## config.mk

```make
export PLATFORM = sky130hd
export DESIGN_NAME = encoder_speed_and_bridge_drive_top_flat
export DESIGN_NICKNAME = d
export VERILOG_FILES = /design/src/hdl/esbd_pkg.sv /design/src/hdl/esbd_stream_if.sv /design/src/hdl/encoder_speed_and_bridge_drive_top.sv /design/src/hdl/esbd_divider.sv /design/src/flat_wrapper.sv
export VERILOG_INCLUDE_DIRS = /design/src /design/src/hdl
export SDC_FILE = /design/constraint.sdc
export NUM_CORES = 1
export LEC_CHECK = 0
export BUFFER_PORTS_ARGS = -buffer_cell sky130_fd_sc_hd__buf_2
export CAP_MARGIN = 10
export CORE_MARGIN = 2
export CORE_UTILIZATION = 55
export CTS_CLUSTER_DIAMETER = 100
export CTS_CLUSTER_SIZE = 24
export DETAILED_ROUTE_END_ITERATION = 10
export PLACE_DENSITY = 0.73
export SETUP_SLACK_MARGIN = 0.1
export SLEW_MARGIN = 30
export SYNTH_ARGS = -nofsm -noshare
export SYNTH_HDL_FRONTEND = slang
export SYNTH_SLANG_ARGS = --single-unit
```

## constraint.sdc

```tcl
create_clock -name clk -period 11.02 [get_ports clk]
set_input_delay 0.551 -clock clk [delete_from_list [all_inputs] [get_ports clk]]
set_output_delay 0.551 -clock clk [all_outputs]
set_load 0.005 [all_outputs]
```

## src/hdl/encoder_speed_and_bridge_drive_top_defines.svh

```systemverilog
// assertion macros for the encoder speed and bridge drive block
`ifndef ENCODER_SPEED_AND_BRIDGE_DRIVE_TOP_DEFINES_SVH
`define ENCODER_SPEED_AND_BRIDGE_DRIVE_TOP_DEFINES_SVH

`ifndef SYNTHESIS
// same-cycle implication
`define ESBD_ASSERT_NOW(lbl, ante, cons, msg) \
    lbl: assert property (@(posedge clk) disable iff (!rst_n) (ante) |-> (cons)) \
        else $error(msg);
// next-cycle implication
`define ESBD_ASSERT_NEXT(lbl, ante, cons, msg) \
    lbl: assert property (@(posedge clk) disable iff (!rst_n) (ante) |=> (cons)) \
        else $error(msg);
`else
`define ESBD_ASSERT_NOW(lbl, ante, cons, msg)
`define ESBD_ASSERT_NEXT(lbl, ante, cons, msg)
`endif

`endif

```

## src/hdl/esbd_pkg.sv

```systemverilog
package esbd_pkg;

    localparam int KIND_W      = 2;
    localparam int DRIVE_W     = 17;
    localparam int COUNT_W     = 16;
    localparam int WORD_W      = 32;
    localparam int CMP_W       = 16;
    localparam int US_PER_S_W  = 20;
    // |count| * 1e6 stays below 2^35
    localparam int DIVIDEND_W  = 35;
    localparam int DIVISOR_W   = WORD_W;
    localparam int PWM_MAX_DEF = 65535;

    localparam logic [KIND_W-1:0] KIND_EDGE  = 2'd0;
    localparam logic [KIND_W-1:0] KIND_DRIVE = 2'd1;
    localparam logic [KIND_W-1:0] KIND_TICK  = 2'd2;

    localparam logic [US_PER_S_W-1:0] US_PER_S = 20'd1000000;

    typedef enum logic [1:0] {
        ST_IDLE,
        ST_MUL,
        ST_DIV,
        ST_DONE
    } state_t;

endpackage

```

## src/hdl/esbd_stream_if.sv

```systemverilog
interface esbd_in_if
    import esbd_pkg::*;
();
    logic                      valid;
    logic                      ready;
    logic [KIND_W-1:0]         kind;
    logic                      enc_a;
    logic                      enc_b;
    logic signed [DRIVE_W-1:0] drive_value;
    logic [WORD_W-1:0]         time_us;

    modport source (output valid, kind, enc_a, enc_b, drive_value, time_us, input ready);
    modport sink   (input valid, kind, enc_a, enc_b, drive_value, time_us, output ready);
endinterface

interface esbd_out_if
    import esbd_pkg::*;
();
    logic                     valid;
    logic                     ready;
    logic                     bridge_in1;
    logic                     bridge_in2;
    logic [CMP_W-1:0]         compare_value;
    logic signed [WORD_W-1:0] position;
    logic signed [WORD_W-1:0] speed;

    modport source (output valid, bridge_in1, bridge_in2, compare_value, position, speed,
                    input ready);
    modport sink   (input valid, bridge_in1, bridge_in2, compare_value, position, speed,
                    output ready);
endinterface

```

## src/hdl/encoder_speed_and_bridge_drive_top.sv

```systemverilog
// edge and set-drive transfers: one per cycle while input ready is high, no result
// update tick: result passes the multiply state, 35 divider steps, the done state and the
//   output load; the divider is skipped when no time has elapsed
// input ready is low from a tick transfer until its result is loaded; a held result
//   blocks only the next load
// async active-low reset clears count, position, last timestamp and drive to 0
module encoder_speed_and_bridge_drive_top
    import esbd_pkg::*;
#(
    parameter int PWM_MAX = PWM_MAX_DEF
) (
    input  logic       clk,
    input  logic       rst_n,
    esbd_in_if.sink    in_ch,
    esbd_out_if.source out_ch
);

`include "encoder_speed_and_bridge_drive_top_defines.svh"

    localparam logic [DRIVE_W-1:0] PWM_LIMIT = DRIVE_W'(PWM_MAX);
    localparam logic signed [COUNT_W-1:0] COUNT_MAX = {1'b0, {(COUNT_W-1){1'b1}}};
    localparam logic signed [COUNT_W-1:0] COUNT_MIN = {1'b1, {(COUNT_W-1){1'b0}}};
    localparam logic [WORD_W-1:0] POS_LIMIT = {1'b0, {(WORD_W-1){1'b1}}};
    localparam logic [WORD_W-1:0] NEG_LIMIT = {1'b1, {(WORD_W-1){1'b0}}};

    // sequencer
    state_t state_reg;
    state_t state_next;

    // architectural state
    logic signed [COUNT_W-1:0] edge_count_reg;
    logic signed [COUNT_W-1:0] edge_count_next;
    logic [WORD_W-1:0]         position_acc_reg;
    logic [WORD_W-1:0]         position_acc_next;
    logic [WORD_W-1:0]         last_tick_reg;
    logic signed [DRIVE_W-1:0] drive_reg;

    // tick in flight
    logic                  neg_reg;
    logic [COUNT_W-1:0]    mag_reg;
    logic [WORD_W-1:0]     elapsed_reg;
    logic                  zero_time_reg;
    logic                  pend_in1_reg;
    logic                  pend_in2_reg;
    logic [CMP_W-1:0]      pend_cmp_reg;
    logic [WORD_W-1:0]     pend_pos_reg;

    // output register
    logic                  out_valid_reg;
    logic                  out_in1_reg;
    logic                  out_in2_reg;
    logic [CMP_W-1:0]      out_cmp_reg;
    logic [WORD_W-1:0]     out_pos_reg;
    logic [WORD_W-1:0]     out_speed_reg;

    logic in_fire;
    logic is_tick;
    logic div_start;
    logic out_load;
    logic div_done;
    logic [DIVIDEND_W-1:0] quotient;
    logic [DIVIDEND_W-1:0] dividend;
    logic [WORD_W-1:0]     speed_sat;
    logic [WORD_W-1:0]     elapsed_now;
    logic [DRIVE_W-1:0]    drive_mag;
    logic [COUNT_W-1:0]    count_mag;

    assign in_ch.ready = (state_reg == ST_IDLE);
    assign in_fire     = in_ch.valid && in_ch.ready;
    assign is_tick     = (in_ch.kind == KIND_TICK);

    // x2 decode: up when levels match, down otherwise, held at the limits
    always_comb
    begin
        edge_count_next   = edge_count_reg;
        position_acc_next = position_acc_reg;
        if (in_fire)
        begin
            case (in_ch.kind)
                KIND_EDGE:
                begin
                    if (in_ch.enc_a == in_ch.enc_b)
                    begin
                        if (edge_count_reg != COUNT_MAX)
                            edge_count_next = edge_count_reg + COUNT_W'(1);
                    end
                    else if (edge_count_reg != COUNT_MIN)
                    begin
                        edge_count_next = edge_count_reg - COUNT_W'(1);
                    end
                end
                KIND_TICK:
                begin
                    edge_count_next   = '0;
                    position_acc_next = position_acc_reg
                                        + WORD_W'(signed'(edge_count_reg));
                end
                default:
                begin
                    edge_count_next = edge_count_reg;
                end
            endcase
        end
    end

    // elapsed time wraps modulo 2^32
    assign elapsed_now = in_ch.time_us - last_tick_reg;
    assign count_mag   = edge_count_reg[COUNT_W-1] ? (COUNT_W'(0) - edge_count_reg)
                                                   : edge_count_reg;
    // most negative drive gives 65536, which the compare limit catches
    assign drive_mag   = drive_reg[DRIVE_W-1] ? (DRIVE_W'(0) - drive_reg) : drive_reg;

    always_ff @(posedge clk or negedge rst_n)
    begin
        if (!rst_n)
        begin
            edge_count_reg   <= '0;
            position_acc_reg <= '0;
            last_tick_reg    <= '0;
            drive_reg        <= '0;
        end
        else
        begin
            edge_count_reg   <= edge_count_next;
            position_acc_reg <= position_acc_next;
            if (in_fire && is_tick)
                last_tick_reg <= in_ch.time_us;
            if (in_fire && (in_ch.kind == KIND_DRIVE))
                drive_reg <= in_ch.drive_value;
        end
    end

    // snapshot of everything the tick result needs
    always_ff @(posedge clk)
    begin
        if (in_fire && is_tick)
        begin
            neg_reg       <= edge_count_reg[COUNT_W-1];
            mag_reg       <= count_mag;
            elapsed_reg   <= elapsed_now;
            zero_time_reg <= (elapsed_now == '0);
            pend_in1_reg  <= !drive_reg[DRIVE_W-1];
            pend_in2_reg  <= drive_reg[DRIVE_W-1] || (drive_reg == '0);
            pend_cmp_reg  <= (drive_mag > PWM_LIMIT) ? PWM_LIMIT[CMP_W-1:0]
                                                     : drive_mag[CMP_W-1:0];
            pend_pos_reg  <= position_acc_next;
        end
    end

    // counts times one million, registered inside the divider
    assign dividend = DIVIDEND_W'(mag_reg) * DIVIDEND_W'(US_PER_S);

    esbd_divider #(
        .NUM_W (DIVIDEND_W),
        .DEN_W (DIVISOR_W)
    ) u_div (
        .clk      (clk),
        .rst_n    (rst_n),
        .start    (div_start),
        .dividend (dividend),
        .divisor  (elapsed_reg),
        .done     (div_done),
        .quotient (quotient)
    );

    // truncated quotient saturated into signed 32 bits, or 0 when no time has elapsed
    always_comb
    begin
        if (zero_time_reg)
            speed_sat = '0;
        else if (neg_reg)
            speed_sat = (quotient > DIVIDEND_W'(NEG_LIMIT)) ? NEG_LIMIT
                                                            : (WORD_W'(0) - quotient[WORD_W-1:0]);
        else
            speed_sat = (quotient > DIVIDEND_W'(POS_LIMIT)) ? POS_LIMIT
                                                            : quotient[WORD_W-1:0];
    end

    // next state
    always_comb
    begin
        state_next = state_reg;
        case (state_reg)
            ST_IDLE:
            begin
                if (in_fire && is_tick)
                    state_next = ST_MUL;
            end
            ST_MUL:
            begin
                state_next = zero_time_reg ? ST_DONE : ST_DIV;
            end
            ST_DIV:
            begin
                if (div_done)
                    state_next = ST_DONE;
            end
            ST_DONE:
            begin
                if (!out_valid_reg || out_ch.ready)
                    state_next = ST_IDLE;
            end
            default:
            begin
                state_next = ST_IDLE;
            end
        endcase
    end

    // sequencer outputs
    always_comb
    begin
        div_start = 1'b0;
        out_load  = 1'b0;
        case (state_reg)
            ST_MUL:  div_start = !zero_time_reg;
            ST_DONE: out_load  = !out_valid_reg || out_ch.ready;
            default:
            begin
                div_start = 1'b0;
                out_load  = 1'b0;
            end
        endcase
    end

    always_ff @(posedge clk or negedge rst_n)
    begin
        if (!rst_n)
        begin
            state_reg     <= ST_IDLE;
            out_valid_reg <= 1'b0;
        end
        else
        begin
            state_reg <= state_next;
            if (out_load)
                out_valid_reg <= 1'b1;
            else if (out_ch.ready)
                out_valid_reg <= 1'b0;
        end
    end

    always_ff @(posedge clk)
    begin
        if (out_load)
        begin
            out_in1_reg   <= pend_in1_reg;
            out_in2_reg   <= pend_in2_reg;
            out_cmp_reg   <= pend_cmp_reg;
            out_pos_reg   <= pend_pos_reg;
            out_speed_reg <= speed_sat;
        end
    end

    assign out_ch.valid         = out_valid_reg;
    assign out_ch.bridge_in1    = out_in1_reg;
    assign out_ch.bridge_in2    = out_in2_reg;
    assign out_ch.compare_value = out_cmp_reg;
    assign out_ch.position      = out_pos_reg;
    assign out_ch.speed         = out_speed_reg;

    // divider only finishes while the sequencer waits on it
    `ESBD_ASSERT_NOW(a_div_done_in_div, div_done, state_reg == ST_DIV, "divider done outside wait")
    // tick transfer clears the edge count
    `ESBD_ASSERT_NEXT(a_tick_clears, in_fire && is_tick, edge_count_reg == '0, "count not cleared")
    // the bridge never sees both inputs low
    `ESBD_ASSERT_NOW(a_bridge_safe, out_valid_reg, out_in1_reg || out_in2_reg, "bridge both low")

endmodule

```

## src/hdl/esbd_divider.sv

```systemverilog
module esbd_divider
    import esbd_pkg::*;
#(
    parameter int NUM_W = DIVIDEND_W,
    parameter int DEN_W = DIVISOR_W
) (
    input  logic             clk,
    input  logic             rst_n,
    input  logic             start,
    input  logic [NUM_W-1:0] dividend,
    input  logic [DEN_W-1:0] divisor,
    output logic             done,
    output logic [NUM_W-1:0] quotient
);

    localparam int CNT_W = $clog2(NUM_W + 1);

    logic [DEN_W-1:0] rem_reg;
    logic [NUM_W-1:0] quo_reg;
    logic [DEN_W-1:0] den_reg;
    logic [CNT_W-1:0] cnt_reg;
    logic             busy_reg;
    logic             done_reg;

    logic [DEN_W:0]   trial;
    logic             fits;
    logic [DEN_W:0]   diff;

    // one quotient bit per cycle, restoring form
    always_comb
    begin
        trial = {rem_reg, quo_reg[NUM_W-1]};
        fits  = (trial >= {1'b0, den_reg});
        diff  = trial - {1'b0, den_reg};
    end

    always_ff @(posedge clk or negedge rst_n)
    begin
        if (!rst_n)
        begin
            busy_reg <= 1'b0;
            done_reg <= 1'b0;
            cnt_reg  <= '0;
        end
        else
        begin
            done_reg <= 1'b0;
            if (start)
            begin
                busy_reg <= 1'b1;
                cnt_reg  <= CNT_W'(NUM_W);
            end
            else if (busy_reg)
            begin
                cnt_reg <= cnt_reg - CNT_W'(1);
                if (cnt_reg == CNT_W'(1))
                begin
                    busy_reg <= 1'b0;
                    done_reg <= 1'b1;
                end
            end
        end
    end

    always_ff @(posedge clk)
    begin
        if (start)
        begin
            rem_reg <= '0;
            quo_reg <= dividend;
            den_reg <= divisor;
        end
        else if (busy_reg)
        begin
            rem_reg <= fits ? diff[DEN_W-1:0] : trial[DEN_W-1:0];
            quo_reg <= {quo_reg[NUM_W-2:0], fits};
        end
    end

    assign done     = done_reg;
    assign quotient = quo_reg;

endmodule
```

## src/flat_wrapper.sv

```systemverilog
// flat-port wrapper written by rule: the top's interface ports become plain ports
module encoder_speed_and_bridge_drive_top_flat import esbd_pkg::*;
#(
    parameter int PWM_MAX = PWM_MAX_DEF
)
  (clk, rst_n, in_ch_valid, in_ch_kind, in_ch_enc_a, in_ch_enc_b, in_ch_drive_value, in_ch_time_us, in_ch_ready, out_ch_valid, out_ch_bridge_in1, out_ch_bridge_in2, out_ch_compare_value, out_ch_position, out_ch_speed, out_ch_ready);
  esbd_in_if in_ch_i ();
  esbd_out_if out_ch_i ();
  input  logic clk;
  input  logic rst_n;
  input wire logic [$bits(in_ch_i.valid)-1:0] in_ch_valid;
  input wire logic [$bits(in_ch_i.kind)-1:0] in_ch_kind;
  input wire logic [$bits(in_ch_i.enc_a)-1:0] in_ch_enc_a;
  input wire logic [$bits(in_ch_i.enc_b)-1:0] in_ch_enc_b;
  input wire logic [$bits(in_ch_i.drive_value)-1:0] in_ch_drive_value;
  input wire logic [$bits(in_ch_i.time_us)-1:0] in_ch_time_us;
  output wire logic [$bits(in_ch_i.ready)-1:0] in_ch_ready;
  output wire logic [$bits(out_ch_i.valid)-1:0] out_ch_valid;
  output wire logic [$bits(out_ch_i.bridge_in1)-1:0] out_ch_bridge_in1;
  output wire logic [$bits(out_ch_i.bridge_in2)-1:0] out_ch_bridge_in2;
  output wire logic [$bits(out_ch_i.compare_value)-1:0] out_ch_compare_value;
  output wire logic [$bits(out_ch_i.position)-1:0] out_ch_position;
  output wire logic [$bits(out_ch_i.speed)-1:0] out_ch_speed;
  input wire logic [$bits(out_ch_i.ready)-1:0] out_ch_ready;
  assign in_ch_i.valid = in_ch_valid;
  assign in_ch_i.kind = in_ch_kind;
  assign in_ch_i.enc_a = in_ch_enc_a;
  assign in_ch_i.enc_b = in_ch_enc_b;
  assign in_ch_i.drive_value = in_ch_drive_value;
  assign in_ch_i.time_us = in_ch_time_us;
  assign in_ch_ready = in_ch_i.ready;
  assign out_ch_valid = out_ch_i.valid;
  assign out_ch_bridge_in1 = out_ch_i.bridge_in1;
  assign out_ch_bridge_in2 = out_ch_i.bridge_in2;
  assign out_ch_compare_value = out_ch_i.compare_value;
  assign out_ch_position = out_ch_i.position;
  assign out_ch_speed = out_ch_i.speed;
  assign out_ch_i.ready = out_ch_ready;
  encoder_speed_and_bridge_drive_top #(.PWM_MAX(PWM_MAX)) u_core (.clk(clk), .rst_n(rst_n), .in_ch(in_ch_i), .out_ch(out_ch_i));
endmodule
```

==> results.txt <==
Net switching component of the power -> 0.00350 W
EDFF count, synth -> 243
Final net count -> 2805
Setup WS pre-CTS -> 4.51 ns
Biggest area contributors in the synthesized netlist -> edfxtp_1 30%, ha_1 11%, dfrtp_1 11%, fa_1 4.9%, o21ai_0 4.6%
Synth Area in Simple Gates -> 0.120
Half-perimeter wire length after placement -> 40800 µm
Max transition margin -> 0.309
Number of max-slew violations in the final report -> 0
Die outline area -> 0.0457 mm²
Global-route wire length before repair -> 89600 µm
Die span in y -> 214 µm
Count of endpoints failing hold in the final timing report -> 0
Skew-Pair Late Insertion Delay -> 0.58 ns
Post-synthesis compound-gate area fraction -> 0.161
Dominant register cell in the synthesized netlist -> edfxtp_1
Summed instance area of the synthesized netlist -> 0.0242 mm²
Final setup margin -> 4.47 ns
Max Cap Viol -> 0
Number of vias per cell after detailed routing -> 5.80
Post-Synthesis Cells -> 2368
Detailed Route Iter0 Violations -> 1376
Number of standard cells in the layout, taps in and fillers out -> 3069
Sum of negative setup slack -> 0 ns
Cell taking the most area after synthesis -> edfxtp_1
Critical path class -> reg2reg
GRT Residual Overflow -> 0
Combinational family with the most area after synthesis -> adder cells
Count of cell types in the netlist -> 77
Sequential cell fraction of total power -> 0.324
Launching element type of the critical path -> flop
Share of synthesized registers carrying an async set or reset -> 0.278
Number of cells on the worst hold path -> 3
Clock buffer count from CTS -> 20
Setup fix buffers added after clock tree synthesis -> 0
Multiplexer fraction of the synthesized cell area -> 0.0179
Overall via count from detail_route -> 17786
Path depth of the worst reg2reg path -> 20
Peak supply drop -> 157 µV
Final weighted congestion of routability-driven global placement -> 0.889
Critical Path Sink Type -> flop
Number of buffers added on ports -> 140
Final worst path period share -> 0.594
Pwr per Cell Area -> 305 mW/mm²
Startpoint of the most critical register-to-register path -> u_core.mag_reg[3]
HP Class -> in2reg
Hold Path Sink -> u_core.last_tick_reg[21]
Area fraction of the dominant cell type after synthesis -> 0.302
Clock tree from TritonCTS -> built
Number of nets with antenna violations after detailed routing -> 0
Highest net fanout along the worst path -> 5
Final core area utilization -> 0.604
Slew at the pin closest to its max-slew limit -> 1.01 ns
Area Overhead vs Synth -> 7.96%
Synthesized area per cell -> 10.2 µm²
Clock power share -> 0.103
Total of warnings raised by yosys -> 0
Final number of setup-violating endpoints -> 0
Clock buffer depth -> 3
Gr usage total -> 0.244
Number of placement rows -> 76
Adder-Cell Fraction of Synth Area -> 0.162
Starting utilization of the core area -> 0.559
Final-layout fill cell count -> 3588
Clock period minus final worst setup slack -> 6.55 ns
Number of top-level pins -> 141
Post-Route Skew -> 0.0377 ns
CTS root buf -> clkbuf_16
Pre-Repair DR Iteration Count -> 5
Sw frac -> 0.439
Placeable Area -> 0.0433 mm²
Vias in the first global route -> 17272
Synthesized Nets -> 2702
Fraction of final layout cells with drive strength greater than 1 -> 0.0914
DRC violations left -> 0
Required time of the critical path -> 11.30 ns
Detail-routed net length per standard cell -> 17.8 µm
Clock Pin Slew Worst Setup and Hold Paths -> 0.10 ns
Overall die width -> 214 µm
Data arrival time of the critical path -> 6.83 ns
Run status -> completed
Share of the yosys chip area belonging to registers -> 0.445
Number of storage elements in the synthesis netlist -> 389
Setup repair after global routing missed its margin -> no
Static leakage -> 11.4 nW
Comb pwr share -> 0.573
Number of instances in the placed design -> 3032
Xor and xnor area share after synthesis -> 0.0503
Maximum number of pins on one net before global-route repair -> 99
Max Clock Freq -> 0.153 GHz
Initial antenna violation count -> 0
Number of flip-flops under the largest register name -> 35
Hold bufs inserted after CTS -> 1
Total clock sinks -> 389
Number of antenna cells inserted -> 0
CTS-repair resized insts -> 0
Flop2flop setup slack -> 4.47 ns
Reg-to-reg endpoint -> u_core.u_div.quotient[33]
Internal power component -> 0.00446 W
Overall routed net length -> 54700 µm
Htree depth -> 1
Source of the worst hold timing path -> in_ch_time_us[21]
==> through the flow <==
stage	hold slack, ns	area (µm²)	total power, W
final	0.197	26100	0.00796
after global routing	0.212	26100	0.00868
after CTS	0.179	26100	0.00797
after detailed placement	0.405	25500	0.00710
after global placement	0.402	25500	0.00697
after floorplan	0.255	24200	0.00597
==> worst max-delay path: stages (launching register included) <==
cell and delay (ns):
edfxtp_1 0.49, inv_1 0.16, fa_1 0.52, inv_1 0.05, fa_1 0.51, fa_1 0.58, fa_1 0.43, ha_1 0.30
inv_1 0.05, fa_1 0.50, inv_1 0.04, ha_1 0.31, or2_2 0.29, a21o_1 0.19, o211ai_1 0.13, nor2b_1 0.11
a2111oi_0 0.92, o2111ai_1 0.22, a21oi_1 0.22, xor2_1 0.15, o21ai_0 0.08
==> cell families (layout without fill, tap and decap cells) <==
kind of cell,after synthesis,count (layout)
xor gates and xnor gates,139,139
and+or+nand+nor,603,603
AOI/OAI and AO/OA,634,634
buffers and inverters,285,401
adders and majority gates,277,277
DFF,389,389
muxes,41,41
==> synthesized netlist by cell type (42+ instances only) <==
| library cell | count |
|---|---|
| a21o_1 | 74 |
| a21oi_1 | 141 |
| clkbuf_1 | 68 |
| dfrtp_1 | 108 |
| edfxtp_1 | 243 |
| fa_1 | 59 |
| ha_1 | 218 |
| inv_1 | 208 |
| nand2_1 | 221 |
| nor2_1 | 122 |
| nor3_1 | 42 |
| o21ai_0 | 222 |
| xnor2_1 | 90 |
| xor2_1 | 49 |
==> layout by cell type, fill, tap and decap left out, drive strengths merged, types with 10 or more instances in the layout <==
| cell | instances |
|---|---|
| inv | 209 |
| nor4 | 13 |
| o21bai | 11 |
| nand4 | 28 |
| edfxtp | 243 |
| clkbuf | 32 |
| o21ai | 230 |
| a21o | 74 |
| nand2b | 19 |
| nor2 | 122 |
| xnor2 | 90 |
| mux2 | 18 |
| o21a | 16 |
| nor2b | 21 |
| nor3 | 42 |
| or3 | 26 |
| mux2i | 23 |
| and3 | 10 |
| a221oi | 11 |
| nand2 | 222 |
| dfrtp | 108 |
| xor2 | 49 |
| a211oi | 19 |
| a31oi | 32 |
| or2 | 13 |
| nand3 | 37 |
| ha | 218 |
| fa | 59 |
| o31ai | 28 |
| a21oi | 141 |
| buf | 156 |
| o211ai | 10 |
| nand3b | 16 |
| dfxtp | 38 |
==> power by group through the flow <==
stage | logic (W) | registers (W) | clock network [W]
after detailed placement | 0.00451 | 0.00260 | 0
after floorplan | 0.00349 | 0.00248 | 0
after global routing | 0.00516 | 0.00264 | 0.000886
after global placement | 0.00439 | 0.00258 | 0
after CTS | 0.00456 | 0.00257 | 0.000846
final | 0.00456 | 0.00258 | 0.000821
==> layout make-up <==
| type | count | area (µm²) | share of cell area |
|---|---|---|---|
| Multi-Input combinational cell | 1694 | 12400 | 0.474 |
| Tap cell | 585 | 732 | 0.0280 |
| Clock inverter | 3 | 37.5 | 0.00144 |
| Sequential cell | 389 | 10800 | 0.412 |
| Timing Repair Buffer | 157 | 848 | 0.0325 |
| Inverter | 209 | 790 | 0.0302 |
| Clock buffer | 32 | 556 | 0.0213 |
==> per-layer routing <==
metal  vias up  GRT usage  wire, µm
li1       8719          -         -
met1      8540      0.341     25100
met2       456      0.418     26300
met3        71     0.0237      2290
met4         0     0.0469       999
met5         -          0         0
==> worst max path at each step <==
| stage | from | cells after the start | slack [ns] | to |
|---|---|---|---|---|
| after floorplan | u_core.mag_reg[2] | 20 | 5.10 | u_core.u_div.quotient[33] |
| after global placement | u_core.mag_reg[3] | 20 | 4.58 | u_core.u_div.quotient[33] |
| after detailed placement | u_core.mag_reg[3] | 20 | 4.51 | u_core.u_div.quotient[33] |
| after CTS | u_core.mag_reg[3] | 20 | 4.48 | u_core.u_div.quotient[33] |
| after global routing | u_core.mag_reg[2] | 20 | 4.25 | u_core.u_div.quotient[33] |
| final | u_core.mag_reg[3] | 20 | 4.47 | u_core.u_div.quotient[33] |
Note: power is estimated with default switching activity, not from simulation.
